`config.mk`:
```
export PLATFORM = sky130hd
export DESIGN_NAME = kts_divider
export DESIGN_NICKNAME = d
export VERILOG_FILES = /design/src/hw/rtl/kts_pkg.sv /design/src/hw/rtl/kts_divider.sv
export SDC_FILE = /design/constraint.sdc
export NUM_CORES = 1
export LEC_CHECK = 0
export BUFFER_PORTS_ARGS = -buffer_cell sky130_fd_sc_hd__buf_2
export CORE_MARGIN = 1
export CORE_UTILIZATION = 60
export DETAILED_ROUTE_END_ITERATION = 10
export PLACE_DENSITY_LB_ADDON = 0.25
export RECOVER_POWER = 50
export SYNTH_ARGS = -nofsm -noshare
export SYNTH_HDL_FRONTEND = slang
export SYNTH_SLANG_ARGS = --single-unit
export TNS_END_PERCENT = 30
```
`constraint.sdc`:
```
create_clock -name i_clk -period 7.4 [get_ports i_clk]
set_input_delay 0 -clock i_clk [delete_from_list [all_inputs] [get_ports i_clk]]
set_output_delay 0 -clock i_clk [all_outputs]
set_load 0.01 [all_outputs]
```
`src/hw/rtl/kts_pkg.sv`:
```
// Shared widths, codes, state type, key word type and divider handshake types for the keyframe track sampler.
package kts_pkg;

    localparam int TIME_W      = 32;
    localparam int VAL_W       = 32;
    localparam int KEY_IDX_W   = 6;
    localparam int BLEND_W     = 17;
    localparam int FRAC_W      = 16;
    localparam int KEY_COUNT_W = 7;
    localparam int CFG_IDX_W   = 1;
    localparam int CFG_DATA_W  = 7;
    localparam int MAX_KEYS_DEF = 64;
    localparam int DIV_STEPS   = 17;
    localparam int DIV_CNT_W   = $clog2(DIV_STEPS + 1);
    localparam int DIFF_W      = VAL_W + 1;
    localparam int PROD_W      = DIFF_W + BLEND_W + 1;
    localparam int COMP_W      = 2;

    localparam logic [CFG_IDX_W-1:0] CFG_KEY_COUNT = 1'd0;
    localparam logic [CFG_IDX_W-1:0] CFG_STEP_MODE = 1'd1;

    localparam logic REQ_LOAD   = 1'b0;
    localparam logic REQ_SAMPLE = 1'b1;

    localparam logic [COMP_W-1:0] COMP_X = 2'd0;
    localparam logic [COMP_W-1:0] COMP_Y = 2'd1;
    localparam logic [COMP_W-1:0] COMP_Z = 2'd2;

    typedef enum logic [3:0] {
        S_IDLE,
        S_CHK0,
        S_CHKL,
        S_SCAN,
        S_DIV,
        S_RDA,
        S_RDB,
        S_MUL,
        S_ADD,
        S_DONE
    } t_state;

    typedef struct packed {
        logic [TIME_W-1:0] key_time;
        logic [VAL_W-1:0]  val_x;
        logic [VAL_W-1:0]  val_y;
        logic [VAL_W-1:0]  val_z;
    } t_key_word;

    typedef struct packed {
        logic              start;
        logic [TIME_W-1:0] dividend;
        logic [TIME_W-1:0] divisor;
    } t_div_req;

    typedef struct packed {
        logic               done;
        logic [BLEND_W-1:0] quotient;
    } t_div_rsp;

endpackage

```
`src/hw/rtl/kts_divider.sv`:
```
// Restoring divider giving floor(dividend * 65536 / divisor), one quotient bit per cycle.
module kts_divider (
    input  logic              i_clk,
    input  logic              i_rst_n,
    input  kts_pkg::t_div_req i_req,
    output kts_pkg::t_div_rsp o_rsp
);

    logic [kts_pkg::TIME_W:0]          r_rem;
    logic [kts_pkg::TIME_W-1:0]        r_div;
    logic [kts_pkg::BLEND_W-1:0]       r_q;
    logic [kts_pkg::DIV_CNT_W-1:0]     r_cnt;
    logic                              r_busy;
    logic                              r_done;
    logic [kts_pkg::TIME_W:0]          w_diff;
    logic                              w_bit;
    logic [kts_pkg::TIME_W-1:0]        w_keep;

    assign w_bit  = r_rem >= {1'b0, r_div};
    assign w_diff = r_rem - {1'b0, r_div};
    assign w_keep = w_bit ? w_diff[kts_pkg::TIME_W-1:0] : r_rem[kts_pkg::TIME_W-1:0];

    always_ff @(posedge i_clk) begin
        if (!i_rst_n) begin
            r_busy <= 1'b0;
            r_done <= 1'b0;
        end else begin
            r_done <= 1'b0;
            if (i_req.start) begin
                r_busy <= 1'b1;
                r_cnt  <= kts_pkg::DIV_CNT_W'(kts_pkg::DIV_STEPS);
            end else if (r_busy) begin
                r_cnt <= r_cnt - kts_pkg::DIV_CNT_W'(1);
                if (r_cnt == kts_pkg::DIV_CNT_W'(1)) begin
                    r_busy <= 1'b0;
                    r_done <= 1'b1;
                end
            end
        end
    end

    always_ff @(posedge i_clk) begin
        if (i_req.start) begin
            r_rem <= {1'b0, i_req.dividend};
            r_div <= i_req.divisor;
            r_q   <= '0;
        end else if (r_busy) begin
            r_rem <= {w_keep, 1'b0};
            r_q   <= {r_q[kts_pkg::BLEND_W-2:0], w_bit};
        end
    end

    assign o_rsp.done     = r_done;
    assign o_rsp.quotient = r_q;

endmodule

```
Word level (Yosys, flattened, before mapping)

Cells that the tools add are included.

Register bits: 89
Output and inout bits: 18
Word-level logic and storage cells: 24
Input bits: 67

Magnitude comparators: 1
$add $sub $neg: 2
Bitwise operators: 2
Reductions and logical operators: 3
Equality and inequality tests: 1
Muxes and demuxes: 8

Operators by type and width:

| operator                                                            | number |
|---|---|
| 32-bit 2-to-1 mux                                                   | 3 |
| 33-bit by 32-bit >= comparator with 1-bit output                    | 1 |
| 32-bit subtractor                                                   | 1 |
| 5-bit by 1-bit == test with 1-bit output (second input constant)    | 1 |
| 5-bit 2-to-1 mux                                                    | 1 |
| 5-bit by 1-bit subtractor with 5-bit output (second input constant) | 1 |
| 1-bit 2-to-1 mux                                                    | 4 |
| 3-bit OR reduction                                                  | 1 |
| 1-bit NOT                                                           | 2 |
| 2-bit AND reduction                                                 | 1 |
| 2-bit nonzero test                                                  | 1 |

Depth between registers and ports, before layout

Gate-level depths: netlist of run 1.

Depth in word-level cells: 4
Gate-level depth with buffers: 12
Depth with buffers taken out: 12

Least setup slack after synthesis of run 1

No wires, ideal clock.

Path kind: register to register
Start: reg r_rem[0] in the netlist's numbering
End: reg r_rem[31] in the netlist's numbering, data pin
Setup slack: 4687 ps
Stages on the path, launching flop included: 13
Setup time: 254 ps
Period minus slack after synthesis: 2713 ps
Data required time: 7146 ps
Path buffers: 0
Arrival time: 2459 ps
Cells stage by stage: edfxtp_1 > inv_1 > ha_1 > inv_1 > fa_1 > a21o_1 > nand4_1 > a21oi_1 > o31ai_1 > a21oi_1 > o21a_1 > a311o_1 > a21o_1

Cells in the longest elaborated chain, start to end: 4
Elaborated cells between the ends (all ways): 5
Those cells by class: add/sub (1); order compare (1); mux (3)

RTL lines:

| what                                                                                         | line                                 | RTL |
|---|---|---|
| from (decl)                                                                                  | kts_divider.sv:9                     | `logic [kts_pkg::TIME_W:0] r_rem;` |
| from (signal assigned)                                                                       | kts_divider.sv:44                    | `r_rem <= {1'b0, i_req.dividend};` |
| from (signal assigned)                                                                       | kts_divider.sv:48                    | `r_rem <= {w_keep, 1'b0};` |
| 32-bit subtractor / 33-bit by 32-bit >= comparator with 1-bit output (equally long branches) | kts_divider.sv:20, kts_divider.sv:19 |  |
| 32-bit 2-to-1 mux (*)                                                                        | kts_divider.sv:21                    | `assign w_keep = w_bit ? w_diff[kts_pkg::TIME_W-1:0] : r_rem[kts_pkg::TIME_W-1:0];` |
| 32-bit 2-to-1 mux (*)                                                                        | kts_divider.sv:47                    | `end else if (r_busy) begin` |
| 32-bit 2-to-1 mux (*)                                                                        | kts_divider.sv:43                    | `if (i_req.start) begin` |

Every way passes the cells marked *; elsewhere a longest branch is shown, timed or not. The select of a mux whose other input is x is not followed.
A chain may end at the register's enable or synchronous reset.

Worst setup path after layout of run 1

Start: in i_req[64] in the netlist's numbering
End: reg r_rem[15] in the netlist's numbering, data pin

Cells in the longest elaborated chain, start to end: 1

RTL lines:

| what              | line              | RTL |
|---|---|---|
| from (decl)       | kts_divider.sv:5  | `input kts_pkg::t_div_req i_req,` |
| 32-bit 2-to-1 mux | kts_divider.sv:43 |  |

No other way between the ends.

==> results of run 1 <==
## worst reg2reg max path: stages, from the launching register on
cell and delay [ns]:
edfxtp_1 0.41, ha_1 0.47, nand2_1 0.09, nor4_1 0.64, nand3_1 0.24, a32oi_4 0.28
buf_4 0.52, nor3b_1 0.16, a221o_1 0.36
## metal layers
layer  wire (um)  vias up  GRT usage [%]
li1            -     2323              -
met1        5490     2225           33.2
met2        6530      141           49.3
met3         643       31           4.68
met4         323        0           9.41
met5           0        -              0
## timing repair
item                                    4_1_cts  5_1_grt
hold buffers                                 62        0
hold endpoints to repair                     62        0
endpoints found under the setup margin        0        0
gates resized for setup                       0        0
## kinds of logic (layout without fill, tap and decap cells)
family	count (synthesis)	in the layout	synth area share, %
DFF	89	89	44.3
AOI/OAI and AO/OA	136	136	16.0
muxes	45	45	8.19
and+or+nand+nor	166	166	14.2
buffers and inverters	74	213	5.61
adders and majority gates	35	35	7.99
xor gates and xnor gates	23	23	3.61
## Yosys cell counts (all sizes together) (13+ instances only)
cell type | number | share of area, %
edfxtp | 69 | 37
a21o | 15 | 2.0
ha | 34 | 7.6
mux2i | 40 | 7.2
clkbuf | 13 | 0.87
o21ai | 43 | 3.9
a21oi | 33 | 3.0
nor2 | 47 | 3.2
dfxtp | 20 | 7.2
inv | 49 | 3.3
nand2 | 51 | 3.4
## sequential cells by signal, indices dropped and copies added, names as in the netlist
signal and cells:
r_busy 1, r_cnt 5, r_div 32, r_done 1
r_q 17, r_rem 33
## where the power goes
group	switching (uW)	internal [uW]	total, uW	leakage [uW]
Combinational	463	360	823	0.00198
Sequential	37.9	624	662	0.000849
Clock	207	135	343	0.000104
## layout make-up
cell class | count | area, um2
multi-input combinational | 405 | 2790
inverter | 49 | 184
sequential | 89 | 2470
clock inverter | 7 | 81.3
fill | 637 | 2030
tap | 108 | 135
timing repair buffer | 148 | 1030
clock buffer | 9 | 124
## final timing paths
path / slack [ns] / startpoint / end / depth (start not counted)
worst max-delay path: 3.10 / i_req[64] / r_rem[15] / 3
worst min-delay path: 0.02 / i_req[61] / r_rem[29] / 4
worst max register to register: 4.00 / r_rem[22] / r_rem[22] / 8
worst min register to register: 0.51 / r_q[16] / r_q[16] / 2
## stage by stage
step	instance area (um2)	setup WS (ns)	hold WS, ns
finish	6820	3.10	0.0189
global route	6820	2.61	0.0226
CTS	6850	4.11	0.00668
detailed placement	6020	4.16	0.178
global placement	6020	4.16	0.176
floorplan	5580	4.69	0.0989
==> results by group, run 1 <==
Status
  • Status: finished with violations
  • Failing checks: capacitance limit, slew limit

Drt
  • Initial DRC count: ~230
  • Routed vias: 4,720
  • Vias/cell: 5.79
  • DR pass1 iterations: 6
  • Drt wl/cell: 15.9 um
  • Post-DRT Antenna Nets: 0
  • Remaining DRCs: 0
  • Total wire length: approximately 13,000 um

Pwr
  • Power per standard cell area: 268 nW/um2
  • VDD IR max: 0.000131 V
  • LEAKAGE: 0.00294 uW
  • Overall Power: 1830 uW

Global route
  • GRT Total Usage: between 20% and 30%
  • Vias in the first global route: ~4,500
  • Largest net degree at the start of global routing: 73
  • First-pass GRT wire length: 21,000 um
  • Gr ovfl total: 0
  • Initial antenna violation count: 0

Synthesis
  • Mean Syn Cell Area: 9.82 um2
  • Post-synthesis cell count: 568
  • Synthesized flop and latch total: 89
  • EDFF count, synth: 69
  • Synth warnings: 0
  • Mapped Area: about 5600 um2
  • Sequential area share after synthesis: between 40 and 50%
  • Syn_nets: 670
  • Netlist cell types: 53
  • Main synth FF type: edfxtp_1
  • Post-synth ARST share: 0%

Floorplanning
  • Die area: approximately 9700 um2
  • Die height: 98.4 um
  • Core ar.: 8850 um2
  • Die X: 98.4 um
  • Initial Util: 63.0%
  • I/O pins: 85
  • Rows: 34

Final layout
  • Most frequent cells in the layout: edfxtp_1 (69), buf_2 (64), dlygate4sd3_1 (62)
  • Layout area overhead: 22.2%
  • Finished Core Util: 77.0%
  • Leading cell type in the layout, fill and taps excluded: edfxtp_1
  • Ant diodes: 0
  • Share of cells above drive strength 1: a little over an eighth
  • Final Non-Filler Cells: 815
  • Layout Nets: roughly 800

Timing
  • Worst clock skew: 0.0133 ns
  • RSZ-0062 raised after global routing: no
  • Final worst-path cycle share: 58.1%
  • Fin. Hold Viols: 0
  • Achievable Freq: 233 MHz
  • Final min period: ~4.3 ns
  • Final setup viols: 0
  • Setup TNS: 0 ns
  • Pins over their slew limit: 121
  • Worst-margin pin slew: 2.97 ns
  • Rel. slew slack: -97.7%

Place
  • Port buffer count: 84
  • Post-DP HPWL: 8280 um
  • Final GP Congestion: 0.874
  • Placed cells: 737

Critical path
  • Nature of the critical path startpoint: input port
  • Critical-path cell list: clkbuf_1, clkbuf_1, o311ai_0
  • Crit path max-delay family: buffers and inverters
  • Crit Path Max Fanout: 72
  • CP endpoint kind: flop
  • Critical path required time: 7.39 ns
  • Worst path max stage delay: 2.19 ns
  • CP bufs+invs: 2
  • Slowest-stage cell, CP: clkbuf_1
  • Top cell by count, worst path: clkbuf_1
  • Arr. time, crit path: ~4.3 ns
  • CP Class: input port to flop

CTS
  • Clk sink count: 89
  • TritonCTS buffer count: 9
  • Root buffer cell: clkbuf_8
  • TritonCTS clock tree: yes
  • Post-CTS Setup Bufs: 0
  • H-Tree Depth: 3
  • Clock-pin slew on the worst setup and hold paths: roughly 0.1 ns
  • Bufs on Longest Clock Path: 2
  • Clock Latency Late Sink: 0.38 ns

Run
  • Max cap viols: 2

Hold path
  • HP Class: input port to flop
Power figures use the tool's default switching activity.
==> inputs of run 2 (changes only) <==
- CORE_UTILIZATION: 60 -> 52
- clock period: 7.4 -> 3.5 ns (I/O delays scaled with it)
==> run 2 against run 1 <==
The run still ends with capacitance limit, slew limit left. Die area grew 15%. Critical path depth rose by 7. Setup slack worse by 2.7 ns. Sequential cell count is the same. Power is 110% higher. Wire length decreased by 1.8%. Cell area up 1.1%. Sequential power grew 110%. Cell count grew 4.0%. Critical endpoint is now r_rem[22]. Global-route usage is 3.1 points lower. Highest routed layer unchanged. Non-clock buffer count grew 5.
==> results by group, run 2 (same netlist as run 1, synthesis figures left out) <==
Run
  • Max cap viols: 1 (was 2)

CTS
  • Clock-pin slew on the worst setup and hold paths: 0.10 ns (about the same)
  • Clock Latency Late Sink: 0.39 ns (was 0.38 ns)
  • H-Tree Depth: 3 (unchanged)
  • TritonCTS clock tree: yes (unchanged)
  • TritonCTS buffer count: 9 (unchanged)
  • Root buffer cell: clkbuf_8 (unchanged)
  • Bufs on Longest Clock Path: 2 (unchanged)
  • Post-CTS Resized: 0 (unchanged)
  • Clk sink count: 89 (unchanged)
  • Post-CTS Setup Bufs: 0 (unchanged)
  • CTS Hold Bufs: 64 (was 62)

Hold path
  • Hold Path Origin: i_req[63] (was i_req[61])
  • HP Class: input port to flop (unchanged)

Global route
  • Largest net degree at the start of global routing: 66 (was 73)
  • Routing usage on met2: 41.3% (was 49.3%)
  • Grt met1 use: 30.8% (was 33.2%)
  • Gr ovfl total: 0 (unchanged)
  • First-pass GRT wire length: 21,300 um (was 21,000 um)
  • GRT Total Usage: 24.3% (was 27.4%)
  • Vias in the first global route: 4,663 (was 4,549)
  • Met3 Track Usage GR: 5.01% (was 4.68%)
  • Initial antenna violation count: 0 (unchanged)
  • Top Usage Layer GRT: met2 (unchanged)

Timing
  • Pins over their slew limit: 55 (was 121)
  • Final setup viols: 0 (unchanged)
  • Fin. Hold Viols: 0 (unchanged)
  • Worst-margin pin slew: 2.26 ns (was 2.97 ns)
  • Final worst-path cycle share: 88.6%
  • Achievable Freq: 322 MHz
  • Worst clock skew: 0.0144 ns (was 0.0133 ns)
  • Final min period: 3.10 ns
  • Rel. slew slack: -50.5% (was -97.7%)
  • Setup TNS: 0 ns (unchanged)
  • RSZ-0062 raised after global routing: no (unchanged)

Final layout
  • Fillers: 873 (was 637)
  • Share of cells above drive strength 1: 13.8% (was 13.4%)
  • Most frequent cells in the layout: edfxtp_1 (69), dlygate4sd3_1 (64), buf_2 (64) (was edfxtp_1 (69), buf_2 (64), dlygate4sd3_1 (62))
  • Layout Nets: 809 (was 804)
  • Layout area overhead: 23.6% (was 22.2%)
  • Ant diodes: 0 (unchanged)
  • Leading cell type in the layout, fill and taps excluded: edfxtp_1 (unchanged)
  • Largest Register: r_rem (unchanged)
  • Top Registers: r_rem (33), r_div (32), r_q (17) (unchanged)
  • Max FFs per register: 33 (unchanged)

Pwr
  • VDD IR max: 0.000392 V (was 0.000131 V)
  • Overall Power: 3870 uW (was 1830 uW)
  • Power per standard cell area: 561 nW/um2 (was 268 nW/um2)
  • LEAKAGE: 0.00296 uW (was 0.00294 uW)

Floorplanning
  • Core ar.: 10,400 um2 (was 8850 um2)
  • Die X: 106 um (was 98.4 um)
  • Initial Util: 53.8% (was 63.0%)
  • Die area: 11,100 um2 (was 9690 um2)
  • I/O pins: 85 (unchanged)
  • Die height: 106 um (was 98.4 um)
  • Rows: 37 (was 34)

Critical path
  • Nature of the critical path startpoint: flop (was input port)
  • CP startpoint: r_rem[1] (was i_req[64])
  • Worst path max stage delay: 0.45 ns (was 2.19 ns)
  • Critical-path cell list: ha_1, nor2b_1, o31ai_1, a21oi_2, o211ai_2, a31o_4, a32oi_4, buf_4, and2_1, a221o_1 (was clkbuf_1, clkbuf_1, o311ai_0)
  • Slowest-stage cell, CP: edfxtp_1 (was clkbuf_1)
  • Reg-to-reg critical path startpoint: r_rem[1] (was r_rem[22])
  • CP Class: flop to flop (was input port to flop)
  • Crit Path Max Fanout: 16 (was 72)
  • Critical path required time: 3.65 ns (was 7.39 ns)
  • Arr. time, crit path: 3.25 ns (was 4.29 ns)
  • CP endpoint kind: flop (unchanged)

Status
  • Status: finished with violations (unchanged)
  • Failing checks: capacitance limit, slew limit (unchanged)

Drt
  • DR pass1 iterations: 5 (was 6)
  • Post-DRT Antenna Nets: 0 (unchanged)
  • Drt wl/cell: 15.0 um (was 15.9 um)
  • Total wire length: 12,800 um (was 13,000 um)
  • Remaining DRCs: 0 (unchanged)
  • Initial DRC count: 163 (was 228)
  • Routed vias: 4,696 (was 4,720)
  • Vias/cell: 5.54 (was 5.79)

Place
  • Post-DP HPWL: 8480 um (was 8280 um)
  • Final GP Congestion: 0.857 (was 0.874)
  • Port buffer count: 84 (unchanged)
-- run 2: path summary, 6_finish.rpt --
| check | endpoint | slack (ns) | cells past startpoint |
|---|---|---|---|
| worst min register to register | r_q[16] | 0.51 | 2 |
| worst max-delay path | r_rem[22] | 0.40 | 10 |
| worst min-delay path | r_rem[31] | 0.005 | 4 |
| worst max register to register | r_rem[22] | 0.40 | 10 |
-- run 2: worst max-delay path: cells and delay by family, from the launching register on --
family,cells,cell delay [ns]
AND/OR/NAND/NOR,2,0.40
flip-flops,1,0.45
buffers and inverters,1,0.23
adder cells (fa/ha/maj),1,0.33
AO/OA/AOI/OAI,6,1.47
-- run 2: area by class of cell --
type | count | area, um2 | share of cell area [%]
multi-input combinational | 405 | 2790 | 40.5
tap | 136 | 170 | 2.47
clock inverter | 6 | 53.8 | 0.781
timing repair buffer | 153 | 1070 | 15.5
clock buffer | 10 | 149 | 2.16
sequential | 89 | 2470 | 35.9
inverter | 49 | 184 | 2.67
-- run 2: metal layers --
| layer | up-vias | routed length [um] |
|---|---|---|
| met5 | - | 0 |
| met3 | 16 | 517 |
| met4 | 0 | 244 |
| li1 | 2336 | - |
| met1 | 2231 | 5690 |
| met2 | 113 | 6300 |
-- run 2: report_power, final --
group          switching, uW  total, uW  internal [uW]
clock network            424        742            318
logic                    966       1730            768
registers               72.8       1390           1320
total                   1460       3870           2400
-- run 2: through the flow --
| stage | hold slack, ns | worst slack [ns] | instance area (um2) | util (%) | instances |
|---|---|---|---|---|---|
| 3_5_place_dp | 0.178 | 0.399 | 6080 | 58.6 | 768 |
| 4_1_cts | 0.00440 | 0.403 | 6920 | 66.8 | 848 |
| 3_3_place_gp | 0.176 | 0.529 | 6080 | 58.6 | 768 |
| 6_report | 0.00519 | 0.398 | 6890 | 66.5 | 848 |
| 2_1_floorplan | 0.0989 | 0.787 | 5580 | - | 568 |
| 5_1_grt | 0.0300 | 0.144 | 6890 | 66.5 | 848 |
==> inputs of run 3 (changes only) <==
- CORE_UTILIZATION: 52 -> 58
- PLACE_DENSITY: default -> 0.91
- PLACE_DENSITY_LB_ADDON: 0.25 -> default
- REMOVE_ABC_BUFFERS: default -> 1
- clock period: 3.5 -> 2.95 ns (I/O delays scaled with it)
==> run 3 against run 2 <==
The flow finishes with violations (setup timing). Sequential power up 21%. Wire length rose by 28%. Core utilization grew 14 points. First-iteration DRC count increased to 2.9 times the previous value. Setup slack got worse by 0.53 ns. Sequential cell count stayed put. Count of clock-buffer cells in the layout shrank 1. Sequential share of layout area decreased by 2.7 points. Global-route usage is 4.3 points higher. Cell area rose by 8.3%. Clock skew up 0.0025 ns. Register-to-register slack got worse by 0.53 ns. Highest routed layer unchanged.
==> results by group, run 3 (same netlist as run 1, synthesis figures left out) <==
Critical path
  • Top cell by count, worst path: buf_6
  • R2R setup slack: -0.13 ns (was 0.40 ns)
  • Crit Path Max Fanout: 5 (was 16)
  • Worst path max stage delay: 0.45 ns (about the same)
  • CP endpoint kind: flop (unchanged)
  • Critical path required time: 3.10 ns (was 3.65 ns)
  • CP startpoint: r_rem[12] (was r_rem[1])
  • Critical-path cell list: ha_4, a211o_1, or3_4, o211ai_4, a31o_4, a32oi_4, buf_6, buf_6, buf_6, o311ai_1 (was ha_1, nor2b_1, o31ai_1, a21oi_2, o211ai_2, a31o_4, a32oi_4, buf_4, and2_1, a221o_1)
  • Worst R2R Path Depth: 10 (unchanged)
  • Nature of the critical path startpoint: flop (unchanged)
  • Worst reg2reg path endpoint: r_rem[28] (was r_rem[22])
  • CP Class: flop to flop (unchanged)
  • Slowest-stage cell, CP: edfxtp_1 (unchanged)
  • CP bufs+invs: 3 (was 1)
  • Reg-to-reg critical path startpoint: r_rem[12] (was r_rem[1])
  • Crit path max-delay family: compound AO/OA/AOI/OAI gates (unchanged)
  • Arr. time, crit path: 3.23 ns (was 3.25 ns)

Timing
  • Worst clock skew: 0.0169 ns (was 0.0144 ns)
  • Final min period: 3.08 ns (was 3.10 ns)
  • Rel. slew slack: 10.8% (was -50.5%)
  • Fin. Hold Viols: 0 (unchanged)
  • Hold slack: 0.0462 ns (was 0.00519 ns)
  • Pins over their slew limit: 0 (was 55)
  • Final worst-path cycle share: 104% (was 88.6%)
  • Achievable Freq: 324 MHz (was 322 MHz)
  • RSZ-0062 raised after global routing: yes (was no)
  • Final setup viols: 15 (was 0)
  • Worst-margin pin slew: 1.34 ns (was 2.26 ns)
  • Fin worst setup slack: -0.132 ns (was 0.398 ns)

Floorplanning
  • Initial Util: 60.1% (was 53.8%)
  • Die height: 100 um (was 106 um)
  • Die X: 100 um (was 106 um)
  • Core ar.: 9280 um2 (was 10,400 um2)
  • Die area: 10,000 um2 (was 11,100 um2)
  • I/O pins: 85 (unchanged)
  • Rows: 35 (was 37)

Final layout
  • Layout Nets: 840 (was 809)
  • Most frequent cells in the layout: edfxtp_1 (69), dlygate4sd3_1 (64), buf_2 (63) (was edfxtp_1 (69), dlygate4sd3_1 (64), buf_2 (64))
  • Max FFs per register: 33 (unchanged)
  • Ant diodes: 0 (unchanged)
  • Leading cell type in the layout, fill and taps excluded: edfxtp_1 (unchanged)
  • Layout area overhead: 33.8% (was 23.6%)
  • Top Registers: r_rem (33), r_div (32), r_q (17) (unchanged)
  • Final Non-Filler Cells: 872 (was 848)
  • Share of cells above drive strength 1: 21.5% (was 13.8%)
  • Largest Register: r_rem (unchanged)

CTS
  • H-Tree Depth: 3 (unchanged)
  • Clock Latency Late Sink: 0.39 ns (about the same)
  • Clk sink count: 89 (unchanged)
  • Clock-pin slew on the worst setup and hold paths: 0.11 ns (was 0.10 ns)
  • Root buffer cell: clkbuf_8 (unchanged)
  • TritonCTS clock tree: yes (unchanged)
  • TritonCTS buffer count: 9 (unchanged)
  • Bufs on Longest Clock Path: 2 (unchanged)

Status
  • Failing checks: setup timing (was capacitance limit, slew limit)
  • Status: finished with violations (unchanged)

Place
  • Port buffer count: 84 (unchanged)
  • Post-DP HPWL: 8940 um (was 8480 um)
  • Final GP Congestion: 0.908 (was 0.857)
  • Placed cells: 775 (was 768)

Global route
  • First-pass GRT wire length: 22,600 um (was 21,300 um)
  • GRT Total Usage: 28.6% (was 24.3%)
  • Gr ovfl total: 0 (unchanged)
  • Vias in the first global route: 4,895 (was 4,663)
  • Largest net degree at the start of global routing: 64 (was 66)
  • Initial antenna violation count: 0 (unchanged)

Drt
  • Post-DRT Antenna Nets: 0 (unchanged)
  • Routed vias: 5,285 (was 4,696)
  • Remaining DRCs: 0 (unchanged)
  • Drt wl/cell: 18.7 um (was 15.0 um)
  • Initial DRC count: 475 (was 163)
  • Total wire length: 16,300 um (was 12,800 um)
  • DR pass1 iterations: 9 (was 5)
  • Vias/cell: 6.06 (was 5.54)

Hold path
  • HP Class: input port to flop (unchanged)
  • Worst hold stages: 4 (unchanged)
  • Hold path endpoint: r_rem[31] (unchanged)
  • Hold Path Origin: i_req[63] (unchanged)

Pwr
  • LEAKAGE: 0.00313 uW (was 0.00296 uW)
  • Power per standard cell area: 712 nW/um2 (was 561 nW/um2)
  • VDD IR max: 0.000423 V (was 0.000392 V)

Run
  • Max cap viols: 0 (was 1)
==> run 3: where the power goes <==
part / total (uW) / internal (uW) / switching [uW]
registers: 1680 / 1560 / 117
logic: 2750 / 1280 / 1470
clock network: 885 / 341 / 545
total: 5320 / 3190 / 2130
==> run 3: worst max path at each step <==
stage / cells after the start / end / slack (ns)
CTS: 10 / r_rem[1] / -0.009
global placement: 12 / r_rem[31] / 0.06
finish: 10 / r_rem[28] / -0.13
detailed placement: 10 / r_rem[28] / -0.04
floorplan: 9 / r_rem[1] / -0.19
global route: 11 / r_rem[20] / -0.14
==> run 3: routing by layer <==
| metal | share of wire, % | vias up | global-route usage (%) |
|---|---|---|---|
| met2 | 49 | 347 | 49.6 |
| met3 | 8.1 | 87 | 5.57 |
| met4 | 4.3 | 0 | 10.6 |
| li1 | - | 2397 | - |
| met5 | 0 | - | 0 |
| met1 | 39 | 2454 | 35.4 |
==> run 3: worst reg2reg max path, cell delays in order (launching register included) <==
cell and delay, ns:
edfxtp_1 0.45, ha_4 0.25, a211o_1 0.34, or3_4 0.44, o211ai_4 0.21, a31o_4 0.19, a32oi_4 0.17, buf_6 0.19
buf_6 0.13, buf_6 0.12, o311ai_1 0.35
==> run 3: repair_timing <==
action                     4_1_cts  5_1_grt
cloned                           0        1
pin swaps                        1       22
setup endpoints to repair        4       31
buffers inserted                 0       16
hold buffers                    64        0
gates resized for setup          4       58
hold endpoints to repair        64        0
==> run 3: layout make-up <==
class                   count  area, um2
clock inverters             7       86.3
repair buffers            184       1370
multi-input cells         405       3070
fillers                   546       1820
inverters                  49        184
flip-flops and latches     89       2470
well taps                 129        161
clock buffers               9        124
==> run 3: through the flow <==
stage	instance area (um2)	total power (uW)	utilization [%]	TNS [ns]	worst slack, ns
2_1_floorplan	5450	3180	-	-3.26	-0.186
3_3_place_gp	6180	3640	66.5	0	0.0589
3_5_place_dp	6180	3730	66.5	-0.0519	-0.0385
4_1_cts	7040	4680	75.9	-0.00887	-0.00887
5_1_grt	7460	5560	80.4	-2.26	-0.145
6_report	7460	5320	80.4	-0.590	-0.132
